[src/rtl/anxb_pkg.sv]
// Shared types and constants for the Annex B NAL unit scanner.
// No dependencies; imported by annexb_nal_unit_scanner.
package anxb_pkg;

  // Width of the saturating counted-unit ordinal
  localparam int ORD_W = 16;
  // Width used for the window compare, wide enough for ordinal and window regs
  localparam int WIN_W = (ORD_W > 16) ? ORD_W : 16;

  // Byte-wise widths of the stream words
  localparam int IN_DATA_W  = 8;
  localparam int OUT_DATA_W = 48;

  // Pending-word queue between the delay line and the output stage
  localparam int QDEPTH = 4;

  // Header layout selector
  typedef enum logic [1:0] {
    LAYOUT_AVC  = 2'd0,
    LAYOUT_HEVC = 2'd1,
    LAYOUT_VVC  = 2'd2,
    LAYOUT_NONE = 2'd3
  } codec_e_t;

  // Configuration register indexes
  typedef enum logic [1:0] {
    REG_CODEC     = 2'd0,
    REG_VCL_ONLY  = 2'd1,
    REG_WIN_START = 2'd2,
    REG_WIN_LEN   = 2'd3
  } cfg_reg_t;

  // Header byte offsets from the first zero of the start code
  localparam logic [2:0] HDR_OFF_SHORT = 3'd3;
  localparam logic [2:0] HDR_OFF_VVC   = 3'd4;
  localparam logic [2:0] APS_OFF_VVC   = 3'd5;
  localparam logic [2:0] OFF_MAX       = 3'd7;

  // Slice type limits and VVC adaptation parameter set types
  localparam logic [5:0] AVC_SLICE_LIM = 6'd6;
  localparam logic [5:0] VVC_SLICE_LIM = 6'd12;
  localparam logic [5:0] VVC_APS_PRE   = 6'd17;
  localparam logic [5:0] VVC_APS_SUF   = 6'd18;

  // One byte waiting to be tagged
  typedef struct packed {
    logic [7:0] data;
    logic       start;
    logic       final_b;
  } q_entry_t;

endpackage

[src/rtl/annexb_nal_unit_scanner.sv]
// Annex B NAL unit scanner: start code detection, header decode, unit window.
// Depends on anxb_pkg (rtl/anxb_pkg.sv).
//
//  channel | dir | handshake               | content
//  --------+-----+-------------------------+-------------------------------------
//  in_     | in  | in_tvalid / in_tready   | stream byte, tlast = stream end
//  out_    | out | out_tvalid / out_tready | tagged byte word, tlast = final word
//  cfg_    | in  | cfg_valid / cfg_ready   | register index and write data
//
// One byte per cycle in and one word per cycle out in steady state. A byte
// enters a two-byte lookahead line and a four-entry queue; a word is written
// to the output register when it pops from the queue head. The end-of-stream
// byte flushes up to three words from the lookahead line into the queue.
// Reset is synchronous, active low; cfg_ready is always high.
// Output stalls fill the queue; in_tready drops once two words are pending.
module annexb_nal_unit_scanner (
  input  logic                             clk,
  input  logic                             rst_n,
  // in_tdata: [7:0] stream_byte
  input  logic                             in_tvalid,
  output logic                             in_tready,
  input  logic [anxb_pkg::IN_DATA_W-1:0]   in_tdata,
  input  logic                             in_tlast,
  // out_tdata: [7:0] out_byte, [8] unit_start, [9] before_first_unit,
  //   [25:10] unit_ordinal, [26] inside_window, [27] type_known,
  //   [33:28] unit_type, [34] video_slice, [35] param_set_flag,
  //   [36] aps_known, [44:37] aps_ident, [47:45] zero
  output logic                             out_tvalid,
  input  logic                             out_tready,
  output logic [anxb_pkg::OUT_DATA_W-1:0]  out_tdata,
  output logic                             out_tlast,
  // configuration write channel
  input  logic                             cfg_valid,
  output logic                             cfg_ready,
  input  logic [1:0]                       cfg_index,
  input  logic [15:0]                      cfg_data
);
  import anxb_pkg::*;

  localparam logic [ORD_W-1:0] ORD_SAT = {ORD_W{1'b1}};

  // Configuration registers
  codec_e_t    codec_r;
  logic        vcl_only_r;
  logic [15:0] win_start_r;
  logic [15:0] win_len_r;

  assign cfg_ready = 1'b1;

  always_ff @(posedge clk) begin
    if (!rst_n) begin
      codec_r     <= LAYOUT_AVC;
      vcl_only_r  <= 1'b0;
      win_start_r <= 16'd0;
      win_len_r   <= 16'd1;
    end else if (cfg_valid) begin
      unique case (cfg_reg_t'(cfg_index))
        REG_CODEC:     codec_r     <= codec_e_t'(cfg_data[1:0]);
        REG_VCL_ONLY:  vcl_only_r  <= cfg_data[0];
        REG_WIN_START: win_start_r <= cfg_data;
        REG_WIN_LEN:   win_len_r   <= cfg_data;
      endcase
    end
  end

  // ---------------------------------------------------------------------
  // Lookahead line: up to two held bytes plus the incoming one
  // ---------------------------------------------------------------------
  logic [7:0] d0_r, d1_r;
  logic [1:0] fill_r;
  logic [7:0] d0_nxt, d1_nxt;
  logic [1:0] fill_nxt;
  logic       in_acc;

  logic [7:0] b0, b1, b2;
  logic [1:0] nbytes;
  logic [1:0] push_n;
  logic       start0;
  q_entry_t   ent [3];

  logic [2:0] q_cnt_r;
  assign in_tready = (q_cnt_r <= 3'd1);
  assign in_acc    = in_tvalid && in_tready;

  always_comb begin
    b0 = in_tdata;
    b1 = in_tdata;
    b2 = in_tdata;
    unique case (fill_r)
      2'd1: begin
        b0 = d0_r;
        nbytes = 2'd2;
      end
      2'd2: begin
        b0 = d0_r;
        b1 = d1_r;
        nbytes = 2'd3;
      end
      default: nbytes = 2'd1;
    endcase

    // only the oldest byte has a full lookahead
    start0 = (nbytes == 2'd3) && (b0 == 8'h00) && (b1 == 8'h00) && (b2 == 8'h01);

    if (in_tlast) begin
      push_n = nbytes;
    end else begin
      push_n = (nbytes == 2'd3) ? 2'd1 : 2'd0;
    end
    if (!in_acc) begin
      push_n = 2'd0;
    end

    ent[0] = '{data: b0, start: start0, final_b: in_tlast && (push_n == 2'd1)};
    ent[1] = '{data: b1, start: 1'b0,   final_b: in_tlast && (push_n == 2'd2)};
    ent[2] = '{data: b2, start: 1'b0,   final_b: in_tlast && (push_n == 2'd3)};

    // advance the line
    d0_nxt   = d0_r;
    d1_nxt   = d1_r;
    fill_nxt = fill_r;
    if (in_acc) begin
      priority if (in_tlast) begin
        fill_nxt = 2'd0;
      end else if (nbytes == 2'd3) begin
        d0_nxt = d1_r;
        d1_nxt = in_tdata;
      end else if (nbytes == 2'd2) begin
        d1_nxt   = in_tdata;
        fill_nxt = 2'd2;
      end else begin
        d0_nxt   = in_tdata;
        fill_nxt = 2'd1;
      end
    end
  end

  always_ff @(posedge clk) begin
    if (!rst_n) begin
      fill_r <= 2'd0;
    end else begin
      fill_r <= fill_nxt;
    end
    d0_r <= d0_nxt;
    d1_r <= d1_nxt;
  end

  // ---------------------------------------------------------------------
  // Pending queue: shift register, head at slot 0
  // ---------------------------------------------------------------------
  q_entry_t   q_slot_r [QDEPTH];
  q_entry_t   q_slot_nxt [QDEPTH];
  logic [2:0] q_cnt_nxt;
  logic [2:0] q_mid;
  logic       pop;
  logic       out_valid_r;

  assign pop = (q_cnt_r != 3'd0) && (!out_valid_r || out_tready);

  always_comb begin
    q_mid = q_cnt_r - {2'd0, pop};
    for (int i = 0; i < QDEPTH; i++) begin
      if (pop && (i < QDEPTH - 1)) begin
        q_slot_nxt[i] = q_slot_r[(i < QDEPTH - 1) ? i + 1 : i];
      end else begin
        q_slot_nxt[i] = q_slot_r[i];
      end
      for (int k = 0; k < 3; k++) begin
        if ((3'(k) < {1'b0, push_n}) && ((q_mid + 3'(k)) == 3'(i))) begin
          q_slot_nxt[i] = ent[k];
        end
      end
    end
    q_cnt_nxt = q_mid + {1'b0, push_n};
  end

  always_ff @(posedge clk) begin
    if (!rst_n) begin
      q_cnt_r <= 3'd0;
    end else begin
      q_cnt_r <= q_cnt_nxt;
    end
    q_slot_r <= q_slot_nxt;
  end

  // ---------------------------------------------------------------------
  // Unit tracking and header decode for the head word
  // ---------------------------------------------------------------------
  logic             prefix_r, slice_r, aps_r;
  logic [2:0]       off_r;
  logic [ORD_W-1:0] cnt_r;
  logic             prefix_nxt, slice_nxt, aps_nxt;
  logic [2:0]       off_nxt;
  logic [ORD_W-1:0] cnt_nxt;
  q_entry_t         e;
  logic [2:0]       hdr_off;
  logic             type_known, vslice, ps_flag, aps_known, in_win;
  logic [5:0]       utype;
  logic [7:0]       aps_id;
  logic [WIN_W:0]   cnt_ext, ws_ext, wl_ext, win_diff;
  logic [15:0]      ord16;

  always_comb begin
    e          = q_slot_r[0];
    prefix_nxt = prefix_r;
    off_nxt    = off_r;
    cnt_nxt    = cnt_r;
    slice_nxt  = slice_r;
    aps_nxt    = aps_r;

    // start code closes the previous unit
    if (e.start) begin
      if (!prefix_r && (!vcl_only_r || slice_r) && (cnt_r != ORD_SAT)) begin
        cnt_nxt = cnt_r + 1'b1;
      end
      prefix_nxt = 1'b0;
      off_nxt    = 3'd0;
      slice_nxt  = 1'b0;
      aps_nxt    = 1'b0;
    end else if (!prefix_r && (off_r != OFF_MAX)) begin
      off_nxt = off_r + 3'd1;
    end

    // header byte
    hdr_off    = (codec_r == LAYOUT_VVC) ? HDR_OFF_VVC : HDR_OFF_SHORT;
    type_known = 1'b0;
    utype      = 6'd0;
    vslice     = 1'b0;
    ps_flag    = 1'b0;
    if (!prefix_nxt && (codec_r != LAYOUT_NONE) && (off_nxt == hdr_off)) begin
      type_known = 1'b1;
      unique case (codec_r)
        LAYOUT_AVC: begin
          utype  = {1'b0, e.data[4:0]};
          vslice = (utype < AVC_SLICE_LIM);
        end
        LAYOUT_HEVC: begin
          utype  = e.data[6:1];
          vslice = !utype[5];
        end
        LAYOUT_VVC: begin
          utype   = {1'b0, e.data[7:3]};
          vslice  = (utype < VVC_SLICE_LIM);
          ps_flag = (utype == VVC_APS_PRE) || (utype == VVC_APS_SUF);
        end
        default: type_known = 1'b0;
      endcase
      slice_nxt = vslice;
      aps_nxt   = ps_flag;
    end

    // APS identifier byte
    aps_known = !prefix_nxt && (codec_r == LAYOUT_VVC) && aps_nxt &&
                (off_nxt == APS_OFF_VVC);
    aps_id    = aps_known ? e.data : 8'd0;

    // window membership
    cnt_ext  = (WIN_W + 1)'(cnt_nxt);
    ws_ext   = (WIN_W + 1)'(win_start_r);
    wl_ext   = (WIN_W + 1)'(win_len_r);
    win_diff = cnt_ext - ws_ext;
    in_win   = !prefix_nxt && (cnt_ext >= ws_ext) && (win_diff < wl_ext);
    ord16    = prefix_nxt ? 16'd0 : 16'(cnt_nxt);
  end

  always_ff @(posedge clk) begin
    if (!rst_n) begin
      prefix_r <= 1'b1;
      off_r    <= 3'd0;
      cnt_r    <= '0;
      slice_r  <= 1'b0;
      aps_r    <= 1'b0;
    end else if (pop) begin
      if (e.final_b) begin
        // stream done: back to the reset stream state
        prefix_r <= 1'b1;
        off_r    <= 3'd0;
        cnt_r    <= '0;
        slice_r  <= 1'b0;
        aps_r    <= 1'b0;
      end else begin
        prefix_r <= prefix_nxt;
        off_r    <= off_nxt;
        cnt_r    <= cnt_nxt;
        slice_r  <= slice_nxt;
        aps_r    <= aps_nxt;
      end
    end
  end

  // ---------------------------------------------------------------------
  // Output register
  // ---------------------------------------------------------------------
  logic [OUT_DATA_W-1:0] out_data_r;
  logic                  out_last_r;

  always_ff @(posedge clk) begin
    if (!rst_n) begin
      out_valid_r <= 1'b0;
    end else if (pop) begin
      out_valid_r <= 1'b1;
    end else if (out_tready) begin
      out_valid_r <= 1'b0;
    end
    if (pop) begin
      out_data_r <= {3'd0, aps_id, aps_known, ps_flag, vslice, utype, type_known,
                     in_win, ord16, prefix_nxt, e.start, e.data};
      out_last_r <= e.final_b;
    end
  end

  assign out_tvalid = out_valid_r;
  assign out_tdata  = out_data_r;
  assign out_tlast  = out_last_r;

  // ---------------------------------------------------------------------
  // Assertions
  // ---------------------------------------------------------------------
  a_q_bound : assert property (@(posedge clk) disable iff (!rst_n)
    q_cnt_r <= 3'(QDEPTH))
    else $error("pending queue overflow");

  a_end_flush : assert property (@(posedge clk) disable iff (!rst_n)
    in_acc && in_tlast |=> fill_r == 2'd0)
    else $error("lookahead not flushed at stream end");

  a_start_in_unit : assert property (@(posedge clk) disable iff (!rst_n)
    out_valid_r && out_data_r[8] |-> !out_data_r[9])
    else $error("start code word tagged as prefix");

  a_hdr_aps_excl : assert property (@(posedge clk) disable iff (!rst_n)
    out_valid_r |-> !(out_data_r[27] && out_data_r[36]))
    else $error("header and APS id on the same word");

endmodule

[config.mk]
export PLATFORM = sky130hd
export DESIGN_NAME = annexb_nal_unit_scanner
export DESIGN_NICKNAME = d
export VERILOG_FILES = /design/src/rtl/anxb_pkg.sv /design/src/rtl/annexb_nal_unit_scanner.sv
export SDC_FILE = /design/constraint.sdc
export NUM_CORES = 1
export LEC_CHECK = 0
export ABC_AREA = 1
export BUFFER_PORTS_ARGS = -buffer_cell sky130_fd_sc_hd__buf_4
export CAP_MARGIN = 10
export CORE_MARGIN = 2
export CORE_UTILIZATION = 54
export DETAILED_ROUTE_END_ITERATION = 10
export PLACE_DENSITY = 0.76
export SETUP_SLACK_MARGIN = 0.05
export SLEW_MARGIN = 40
export SYNTH_ARGS = -nofsm -noshare
export SYNTH_HDL_FRONTEND = slang
export SYNTH_SLANG_ARGS = --single-unit
export TNS_END_PERCENT = 5
[constraint.sdc]
create_clock -name clk -period 4.8 [get_ports clk]
set_clock_uncertainty 0.15 [all_clocks]
set_input_delay 0.96 -clock clk [delete_from_list [all_inputs] [get_ports clk]]
set_output_delay 0.96 -clock clk [all_outputs]
set_load 0.01 [all_outputs]
Word level (Yosys, flattened, before mapping)
Index checks and enable logic that the tools add are counted. W data, S select, Z words.

Multiplexer cells: 49. Equality and inequality tests: 31. Reductions and logical operators: 70. Bitwise operators: 1. Add/subtract/negate cells: 7. $lt $le $gt $ge: 8.

Operator list (count): $mux W10 (15); $mux W16 (3); $mux W8 (6); $logic_and A1 B1 Y1 (30); $eq A3 B2 Y1 const B (6); $pmux W6 S3 (1); $lt A17 B16 Y1 (1); $sub A16 B16 Y17 (1); $add A16 B1 Y16 const B (1); $eq A2 B2 Y1 const B (8); $ge A16 B16 Y1 (1); $logic_not A8 Y1 (2); $ne A16 B16 Y1 const B (1); $mux W1 (13); $mux W3 (4); $reduce_and A2 Y1 (6); $reduce_bool A4 Y1 (3); $eq A5 B5 Y1 const B (2); $mux W2 (5); $reduce_bool A2 Y1 (5); $reduce_or A2 Y1 (5); $eq A3 B1 Y1 const B (3); $logic_not A3 Y1 (3); $reduce_bool A3 Y1 (3); other kinds (23) (38).

Word-level logic and storage cells: 197. Input bits: 32. Flip-flop bits (word level): 165.

Longest topological paths before layout
Gate-level depths: netlist of run 1.

Depth after elaboration: 11. Mapped depth: 30. Gate-level depth less buffers: 30.

Least setup slack after synthesis of run 1
No wires, ideal clock.

Path type: input to register. From: input out_tready. To: register q_slot_r (netlist bit e[0]) (enable). Setup time: 0.339 ns. Path buffers: 0. Setup slack: 0.090 ns. Stages: 14. Arrival: 4.221 ns. Cells stage by stage: nor2_1 > a21oi_2 > ha_1 > ha_1 > nand2_1 > nand2_1 > inv_1 > ha_1 > nand2_4 > inv_2 > nand2_2 > inv_2 > nor2_1 > nand2_1.

Cells in the longest elaborated chain, start to end: 7. Elaborated cells between the ends (all ways): 12. Those cells by class: add/sub: 3; reduce/logical: 9.

Ends and longest elaborated chain: from (decl) (line annexb_nal_unit_scanner.sv:29) `input logic out_tready,`; $logic_or A1 B1 Y1 * (line annexb_nal_unit_scanner.sv:158) `assign pop = (q_cnt_r != 3'd0) && (!out_valid_r || out_tready);`; $logic_and A1 B1 Y1 * (line annexb_nal_unit_scanner.sv:158); named net pop (line annexb_nal_unit_scanner.sv:155) `logic pop;`; $sub A3 B1 Y3 (line annexb_nal_unit_scanner.sv:161) `q_mid = q_cnt_r - {2'd0, pop};`; $add A3 B1 Y3 / $add A3 B2 Y3 (equally long branches) (line annexb_nal_unit_scanner.sv:169) `if ((3'(k) < {1'b0, push_n}) && ((q_mid + 3'(k)) == 3'(i))) begin`; $logic_not A3 Y1 (line annexb_nal_unit_scanner.sv:169); $logic_and A1 B1 Y1 (line annexb_nal_unit_scanner.sv:169); $reduce_bool A4 Y1 (no line) *; to (signal assigned) (line annexb_nal_unit_scanner.sv:183) `q_slot_r <= q_slot_nxt;`; to (decl) (line annexb_nal_unit_scanner.sv:151) `q_entry_t q_slot_r [QDEPTH];`.

The timed path passes the listed nets; every way through them passes the cells marked *. A chain may end at the register's enable or synchronous reset.

Worst setup path in the final report of run 1
From: register cnt_r[1]. To: register out_data_r[26] (netlist: out_tdata[26]), data pin.

Cells in the longest elaborated chain, start to end: 7. Elaborated cells between the ends (all ways): 10. Those cells by class: add/sub: 2; order compare: 2; eq/ne: 1; mux: 2; reduce/logical: 3.

Ends and longest elaborated chain: from (decl) (line annexb_nal_unit_scanner.sv:191) `logic [ORD_W-1:0] cnt_r;`; from (signal assigned) (line annexb_nal_unit_scanner.sv:284) `cnt_r <= cnt_nxt;`; branches (longest 2 deep; another with $add A16 B1 Y16); $mux W16 * (line annexb_nal_unit_scanner.sv:213) `if (!prefix_r && (!vcl_only_r || slice_r) && (cnt_r != ORD_SAT)) begin`; $mux W16 * (line annexb_nal_unit_scanner.sv:212) `if (e.start) begin`; named net cnt_nxt[7] (line annexb_nal_unit_scanner.sv:194) `logic [ORD_W-1:0] cnt_nxt;`; $sub A16 B16 Y17 / $ge A16 B16 Y1 (equally long branches) (line annexb_nal_unit_scanner.sv:261, annexb_nal_unit_scanner.sv:262); $lt A17 B16 Y1 / $logic_and A1 B1 Y1 (equally long branches) (line annexb_nal_unit_scanner.sv:262) `in_win = !prefix_nxt && (cnt_ext >= ws_ext) && (win_diff < wl_ext);`; $logic_and A1 B1 Y1 * (line annexb_nal_unit_scanner.sv:262); named net in_win (line annexb_nal_unit_scanner.sv:197) `logic type_known, vslice, ps_flag, aps_known, in_win;`; to (signal assigned) (line annexb_nal_unit_scanner.sv:306) `out_data_r <= {3'd0, aps_id, aps_known, ps_flag, vslice, utype, type_known,`; to (decl) (line annexb_nal_unit_scanner.sv:294) `logic [OUT_DATA_W-1:0] out_data_r;`.

Mark *: on every way through the listed nets, which the timed path passes.

==> impl_metrics.prom, run 1 <==
# TYPE chip_impl_metric gauge
chip_impl_metric{name="placement.setup.worst_slack",unit="ns"} 0.4971
chip_impl_metric{name="fp.dieArea",unit="mm²"} 0.01844
chip_impl_metric{name="antenna_found_initial",unit=""} 0
chip_impl_info{name="cts_tree",value="yes"} 1
chip_impl_metric{name="htree_num_levels",unit=""} 4
chip_impl_metric{name="ratio_of_cells_with_drive_above_1_in_the_final_layout",unit="%"} 13.28
chip_impl_metric{name="portion_of_the_post_synthesis_area_used_by_sequential_elements",unit="%"} 45.68
chip_impl_info{name="timing.critical_path.to",value="out_tdata[26]"} 1
chip_impl_metric{name="n_antenna_cell",unit=""} 0
chip_impl_metric{name="worstRegToRegCells",unit=""} 24
chip_impl_metric{name="ioPinCount",unit=""} 84
chip_impl_metric{name="cts_repair_resize_count",unit=""} 0
chip_impl_metric{name="ys_seq_elements",unit=""} 165
chip_impl_metric{name="critPathMaxStageDelay",unit="ns"} 0.39
chip_impl_metric{name="synthDistinctLibCells",unit=""} 49
chip_impl_metric{name="dp_hpwl",unit="mm"} 16.32
chip_impl_metric{name="synth_async_sr_flop_share",unit="%"} 0
chip_impl_metric{name="drv.max_cap_violation_count",unit=""} 0
chip_impl_metric{name="power.share.sequential",unit="%"} 38.4
chip_impl_metric{name="clock_latency",unit="ns"} 0.43
chip_impl_metric{name="total_power",unit="W"} 0.005800
chip_impl_info{name="path_class",value="flop to flop"} 1
chip_impl_metric{name="power.density_cell_area",unit="mW/mm²"} 540.4
chip_impl_metric{name="route.detailed.vias_per_inst",unit=""} 5.487
chip_impl_info{name="rsz0062_at_grt",value="no"} 1
chip_impl_metric{name="std_cell_rows",unit=""} 48
chip_impl_info{name="final_cell_mix",value="nand2_1, inv_1, nor2_1"} 1
chip_impl_metric{name="grt_max_degree",unit=""} 55
chip_impl_info{name="critPathCaptureType",value="flop"} 1
chip_impl_metric{name="clock.fmax",unit="MHz"} 229.5
chip_impl_metric{name="slew_viol_final",unit=""} 0
chip_impl_metric{name="comb_power_share",unit="%"} 37.9
chip_impl_metric{name="wirelength",unit="mm"} 22.37
chip_impl_metric{name="swShare",unit="%"} 37.19
chip_impl_metric{name="share_clk_of_total_power",unit="%"} 23.7
chip_impl_metric{name="dieWidth",unit="µm"} 135.8
chip_impl_metric{name="nets",unit=""} 1334
chip_impl_metric{name="grt.total_usage",unit="%"} 25.29
chip_impl_metric{name="timing.final.crit_period",unit="ns"} 4.357
chip_impl_metric{name="cts_buffer_depth",unit=""} 2
chip_impl_metric{name="drc",unit=""} 0
chip_impl_info{name="startpoint_of_the_worst_register_to_register_path",value="cnt_r[1]"} 1
chip_impl_metric{name="cp_data_arrival_time",unit="ns"} 4.38
chip_impl_metric{name="final-setup-viol-count",unit=""} 0
chip_impl_metric{name="design.core.area",unit="mm²"} 0.01712
chip_impl_metric{name="power.switching",unit="W"} 0.002157
chip_impl_metric{name="globalplace.congestion",unit=""} 0.9394
chip_impl_metric{name="clkSlewWorstSetupHoldPaths",unit="ns"} 0.07
chip_impl_metric{name="wire_length_of_the_first_global_routing_pass",unit="mm"} 36.60
chip_impl_info{name="yosys_most_used_dff",value="edfxtp_1"} 1
chip_impl_metric{name="cts.sinks",unit=""} 165
chip_impl_metric{name="floorplan.initialDensity",unit="%"} 54.80
chip_impl_metric{name="first_global_vias",unit=""} 7448
chip_impl_metric{name="yosysWarnings",unit=""} 0
chip_impl_info{name="crit_chain",value="ha_1, nand3_1, nor2_1, nand3_1, nand2_2, nor2_2, xor2_1, ha_1, nand2_1, inv_1, a21oi_1, nand2_1, a21oi_1, o21ai_0, xor2_1, ha_1, inv_1, o31a_1, nand2_1, nand2_1, nand2_1, nand2_1, nand2_1, nor2_1"} 1
chip_impl_metric{name="timing.setup.tns",unit="ns"} 0
chip_impl_metric{name="cp_data_required_time",unit="ns"} 4.83
chip_impl_metric{name="number_of_flops_mapped_to_enable_cells_by_yosys",unit=""} 98
chip_impl_metric{name="globalRoute.totalOverflow",unit=""} 0
chip_impl_metric{name="cts_made_buffers",unit=""} 17
chip_impl_metric{name="slew_headroom",unit="%"} 43.21
chip_impl_metric{name="cp_max_fo",unit=""} 9
chip_impl_metric{name="finalWorstSetupSlack",unit="ns"} 0.4435
chip_impl_info{name="cp-startpoint",value="cnt_r[1]"} 1
chip_impl_metric{name="post_synth.cell_area_avg",unit="µm²"} 7.888
chip_impl_metric{name="max-vdd-ir-drop",unit="µV"} 569.9
chip_impl_metric{name="port_buffers",unit=""} 79
chip_impl_metric{name="timing_worst_slew_pin_value",unit="ns"} 0.8430
chip_impl_info{name="worstSetupStartpointType",value="flop"} 1
chip_impl_info{name="most_common_cell_after_layout_fill_and_taps_aside",value="nand2_1"} 1
chip_impl_info{name="outcome",value="finished, final reports clean"} 1
chip_impl_metric{name="cts_setup_buffers",unit=""} 0
chip_impl_metric{name="postSynthCellCount",unit=""} 1189
chip_impl_metric{name="cellInternalPower",unit="W"} 0.003643
chip_impl_metric{name="drtIter0Drc",unit=""} 968
chip_impl_metric{name="fill_cells",unit=""} 1484
chip_impl_metric{name="finalCoreUtilization",unit="%"} 62.70
chip_impl_metric{name="die_y",unit="µm"} 135.8
chip_impl_info{name="clock-root-buffer",value="clkbuf_16"} 1
chip_impl_metric{name="dr.pass1.iters",unit=""} 6
chip_impl_metric{name="timing.final.hold_violations",unit=""} 0
chip_impl_info{name="timing.critical_path.slowest_stage_cell",value="dfxtp_1"} 1
chip_impl_info{name="critical_path.reg2reg.endpoint",value="out_tdata[26]"} 1
chip_impl_metric{name="cts-hold-fix-buffers",unit=""} 0
chip_impl_metric{name="netlist_area_before_placement",unit="mm²"} 0.009379
chip_impl_metric{name="areaGrowthSynthToFinish",unit="%"} 14.43
chip_impl_metric{name="power.leakage",unit="nW"} 4.617
chip_impl_info{name="critical-path-top-cell-by-count",value="nand2_1"} 1
chip_impl_metric{name="r2r_setup_slack",unit="ns"} 0.44
chip_impl_metric{name="via_count",unit=""} 8220
chip_impl_metric{name="detail-route-antenna-nets",unit=""} 0
chip_impl_metric{name="final.period_utilization",unit="%"} 90.76
chip_impl_info{name="worst_hold_path_type",value="flop to flop"} 1
chip_impl_metric{name="avgRoutedWirePerCell",unit="µm"} 14.93
==> logic make-up after synthesis <==
kind of cell | share of synthesized area [%]
adder cells (fa/ha/maj) | 5.763
other | 0.08007
AO/OA/AOI/OAI | 16.73
buffers and inverters | 8.818
AND/OR/NAND/NOR | 21.25
XOR/XNOR | 1.681
flip-flops | 45.68
==> layout make-up <==
class / count / area [µm²] / share of cell area, %
Clock buffer: 20 / 446.7 / 4.162
Clock inverter: 12 / 146.4 / 1.364
Inverter: 169 / 634.4 / 5.910
Multi-Input combinational cell: 821 / 4294 / 40.01
Sequential cell: 165 / 4284 / 39.92
Tap cell: 225 / 281.5 / 2.623
Timing Repair Buffer: 86 / 645.6 / 6.015
==> critical path: cells and delay by family (launching register included) <==
| family | cells | cell delay (ns) |
|---|---|---|
| AND/OR/NAND/NOR | 13 | 1.18 |
| adder cells (fa/ha/maj) | 3 | 0.86 |
| XOR/XNOR | 2 | 0.53 |
| flip-flops | 1 | 0.39 |
| buffers and inverters | 2 | 0.11 |
| AO/OA/AOI/OAI | 4 | 0.88 |
==> how the worst min path moves through the flow <==
stage	start	slack, ns	end	cells after the start
after floorplan	e[1]	0.25	out_tdata[8]	0
after global placement	slice_r	0.30	slice_r	2
after CTS	win_len_r[1]	0.31	win_len_r[1]	2
final	win_len_r[1]	0.31	win_len_r[1]	2
after detailed placement	win_len_r[13]	0.30	win_len_r[13]	2
after global routing	slice_r	0.34	slice_r	2
==> synthesized netlist by cell type (9+ instances only) <==
master,number,area (µm²)
nand2_1,255,957.2
inv_1,151,566.8
nor2_1,119,446.7
a21oi_1,98,490.5
edfxtp_1,98,2943
o21ai_0,87,435.4
dfxtp_1,67,1341
o21ai_1,51,255.2
nand3_1,45,225.2
ha_1,40,500.5
inv_2,18,67.56
clkbuf_1,16,60.06
xor2_1,15,131.4
nor3_1,13,65.06
nand4_1,12,75.07
buf_2,10,50.05
o22ai_1,9,56.30
==> through the flow <==
| step | cell area (µm²) | hold slack [ns] | instances |
|---|---|---|---|
| finish | 10730 | 0.3113 | 1498 |
| floorplan | 9387 | 0.2529 | 1191 |
| global placement | 10130 | 0.2984 | 1466 |
| CTS | 10730 | 0.3123 | 1498 |
| detailed placement | 10140 | 0.3023 | 1466 |
| global route | 10730 | 0.3413 | 1498 |
==> power groups by stage <==
stage                     combinational [W]  sequential, W  clock, W
after floorplan                     0.00136        0.00233         0
after global routing                0.00245        0.00226   0.00146
after global placement              0.00213        0.00225         0
after detailed placement            0.00218        0.00226         0
after CTS                           0.00219        0.00223   0.00139
final                               0.00220        0.00223   0.00138
==> per-layer routing <==
layer	track usage [%]	share of wire [%]
met1	36.73	46
met2	37.93	44
met3	5.200	8.1
met5	0	0
met4	8.102	2.0
==> sequential cells by signal, summed over array words and instances (netlist names), 2 cells and up <==
signal,count
cnt_r,16
codec_r,2
d0_r,8
d1_r,8
e,10
fill_r,2
off_r,3
out_tdata,45
q_cnt_r,3
q_slot_r,30
win_len_r,16
win_start_r,16
(Power assumes the default switching activity.)
==> run 2, diff against run 1 <==
GPL_TIMING_DRIVEN = 0   (was not set)
==> run 2 against run 1 <==
Combinational power rose by 5%; worst hold slack got worse by 0.017 ns; clock power barely moved; register-to-register slack got worse by 0.09 ns; maximum frequency fell by 2.0%; largest cell class unchanged; design area rose by 2.3%; via count rose by 1.9%; global-route usage rose by 0.47 points; critical path depth rose by 2; highest routed layer unchanged; critical path type unchanged; worst setup slack got worse by 0.087 ns; largest power group is now combinational logic; sequential share of layout area fell by 0.89 points.
==> impl_metrics.prom, run 2 (synthesis results as in run 1) <==
# TYPE chip_impl_metric gauge
chip_impl_info{name="outcome",value="finished, final reports clean"} 1
chip_impl_metric{name="fp.dieArea",unit="mm²"} 0.01844
chip_impl_info{name="clock-root-buffer",value="clkbuf_16"} 1
chip_impl_info{name="worstSetupStartpointType",value="flop"} 1
chip_impl_metric{name="ioPinCount",unit=""} 84
chip_impl_metric{name="slew_headroom",unit="%"} 44.10
chip_impl_metric{name="std_cell_rows",unit=""} 48
chip_impl_metric{name="cts.sinks",unit=""} 165
chip_impl_metric{name="die_y",unit="µm"} 135.8
chip_impl_metric{name="timing.final.crit_period",unit="ns"} 4.444
chip_impl_metric{name="htree_num_levels",unit=""} 4
chip_impl_metric{name="floorplan.initialDensity",unit="%"} 54.80
chip_impl_metric{name="n_antenna_cell",unit=""} 0
chip_impl_info{name="most_common_cell_after_layout_fill_and_taps_aside",value="nand2_1"} 1
chip_impl_metric{name="wirelength",unit="mm"} 23.16
chip_impl_metric{name="design.core.area",unit="mm²"} 0.01712
chip_impl_metric{name="globalRoute.totalOverflow",unit=""} 0
chip_impl_metric{name="drc",unit=""} 0
chip_impl_metric{name="cts_made_buffers",unit=""} 17
chip_impl_metric{name="max-vdd-ir-drop",unit="µV"} 354.1
chip_impl_metric{name="drv.max_cap_violation_count",unit=""} 0
chip_impl_info{name="timing.critical_path.slowest_stage_cell",value="fa_1"} 1
chip_impl_metric{name="cp_max_fo",unit=""} 9
chip_impl_metric{name="cts_repair_resize_count",unit=""} 0
chip_impl_metric{name="dp_hpwl",unit="mm"} 17.70
chip_impl_metric{name="wire_length_of_the_first_global_routing_pass",unit="mm"} 37.14
chip_impl_metric{name="clock_latency",unit="ns"} 0.43
chip_impl_metric{name="timing.final.hold_violations",unit=""} 0
chip_impl_metric{name="timing_worst_slew_pin_value",unit="ns"} 0.8298
chip_impl_metric{name="drtIter0Drc",unit=""} 825
chip_impl_metric{name="grt_max_degree",unit=""} 21
chip_impl_metric{name="avgRoutedWirePerCell",unit="µm"} 15.14
chip_impl_metric{name="dr.pass1.iters",unit=""} 6
chip_impl_metric{name="final.period_utilization",unit="%"} 92.58
chip_impl_metric{name="finalInstanceArea",unit="mm²"} 0.01098
chip_impl_info{name="critical-path-top-cell-by-count",value="nand2_1"} 1
chip_impl_metric{name="total_power",unit="W"} 0.005904
chip_impl_metric{name="number_of_flip_flops_in_the_largest_register",unit=""} 45
chip_impl_metric{name="antenna_found_initial",unit=""} 0
chip_impl_metric{name="port_buffers",unit=""} 79
chip_impl_metric{name="grt.total_usage",unit="%"} 25.76
chip_impl_metric{name="timing.setup.tns",unit="ns"} 0
chip_impl_metric{name="instance_area_after_placement",unit="mm²"} 0.01035
chip_impl_metric{name="ratio_of_cells_with_drive_above_1_in_the_final_layout",unit="%"} 14.79
chip_impl_metric{name="clock.fmax",unit="MHz"} 225.0
chip_impl_metric{name="route.detailed.vias_per_inst",unit=""} 5.475
chip_impl_info{name="startpoint_of_the_worst_register_to_register_path",value="cnt_r[1]"} 1
chip_impl_metric{name="first_global_vias",unit=""} 7547
chip_impl_metric{name="areaGrowthSynthToFinish",unit="%"} 17.10
chip_impl_metric{name="power.leakage",unit="nW"} 4.736
chip_impl_metric{name="cts-hold-fix-buffers",unit=""} 0
chip_impl_metric{name="dieWidth",unit="µm"} 135.8
chip_impl_info{name="cts_tree",value="yes"} 1
chip_impl_info{name="final_cell_mix",value="nand2_1, inv_1, nor2_1"} 1
chip_impl_metric{name="cts_buffer_depth",unit=""} 2
chip_impl_metric{name="critPathMaxStageDelay",unit="ns"} 0.41
chip_impl_metric{name="slew_viol_final",unit=""} 0
chip_impl_info{name="worst_hold_path_type",value="flop to flop"} 1
chip_impl_info{name="path_class",value="flop to flop"} 1
chip_impl_metric{name="via_count",unit=""} 8376
chip_impl_metric{name="clkSlewWorstSetupHoldPaths",unit="ns"} 0.06
chip_impl_info{name="rsz0062_at_grt",value="no"} 1
chip_impl_metric{name="nets",unit=""} 1366
chip_impl_info{name="cp-startpoint",value="cnt_r[1]"} 1
chip_impl_metric{name="final-setup-viol-count",unit=""} 0
chip_impl_metric{name="cts_setup_buffers",unit=""} 0
chip_impl_metric{name="cp_data_required_time",unit="ns"} 4.83
chip_impl_info{name="critPathCaptureType",value="flop"} 1
chip_impl_metric{name="globalplace.congestion",unit=""} 0.9039
chip_impl_metric{name="power.density_cell_area",unit="mW/mm²"} 537.5
chip_impl_metric{name="cp_data_arrival_time",unit="ns"} 4.47
chip_impl_info{name="holdCritStartpoint",value="e[1]"} 1
chip_impl_metric{name="detail-route-antenna-nets",unit=""} 0
-- run 2: changes by cell type in the layout (fill, tap and decap cells not counted), sizes merged --
cell	delta
bufinv	-1
clkbuf	+16
inv	+4
clkinv	-2
clkinvlp	-1
buf	+16
-- run 2: routing by layer --
metal	part of all wire, %	global-route usage, %	wire (µm)
met3	7.7	4.489	1795
met4	1.8	7.407	423
met5	0	0	0
met1	46	36.68	10680
met2	44	40.49	10260
-- run 2: final timing paths --
path / to / slack [ns] / depth (start not counted)
worst min-delay path: out_tdata[8] / 0.29 / 0
worst min register to register: out_tdata[8] / 0.29 / 0
worst max-delay path: out_tdata[26] / 0.36 / 26
worst max register to register: out_tdata[26] / 0.36 / 26
-- run 2: where the power goes --
part	switching (W)	leakage (nW)	internal, W	total [W]
clock network	0.000607	0.290	0.000763	0.00137
registers	0.000165	1.50	0.00206	0.00222
logic	0.00144	2.94	0.000876	0.00231
total	0.00221	4.74	0.00370	0.00590
-- run 2: critical path: cells and delay by family (launching register included) --
family,cells,cell delay (ns)
xor+xnor,2,0.26
buf+inv,3,0.31
fa+ha+maj,4,1.12
simple gates,14,1.43
flops,1,0.37
compound gates,3,0.56
-- run 2: final cells by class --
class                   count  area, µm²
multi-input cells         821       4337
plain buffers              36      192.7
clock buffers              20      456.7
fillers                  1473       6133
flip-flops and latches    165       4287
well taps                 225      281.5
inverters                 169      634.4
clock inverters            12      131.4
repair buffers             82      663.1
-- run 2: through the flow --
step | worst slack [ns] | hold WS, ns | std cells | util, %
after floorplan | 0.09021 | 0.2529 | 1191 | -
after CTS | 0.08575 | 0.2979 | 1530 | 63.90
after detailed placement | 0.1548 | 0.2825 | 1498 | 60.46
after global placement | -0.9917 | 0.2835 | 1495 | 59.95
after global routing | 0.05282 | 0.3080 | 1530 | 64.17
final | 0.3563 | 0.2941 | 1530 | 64.17
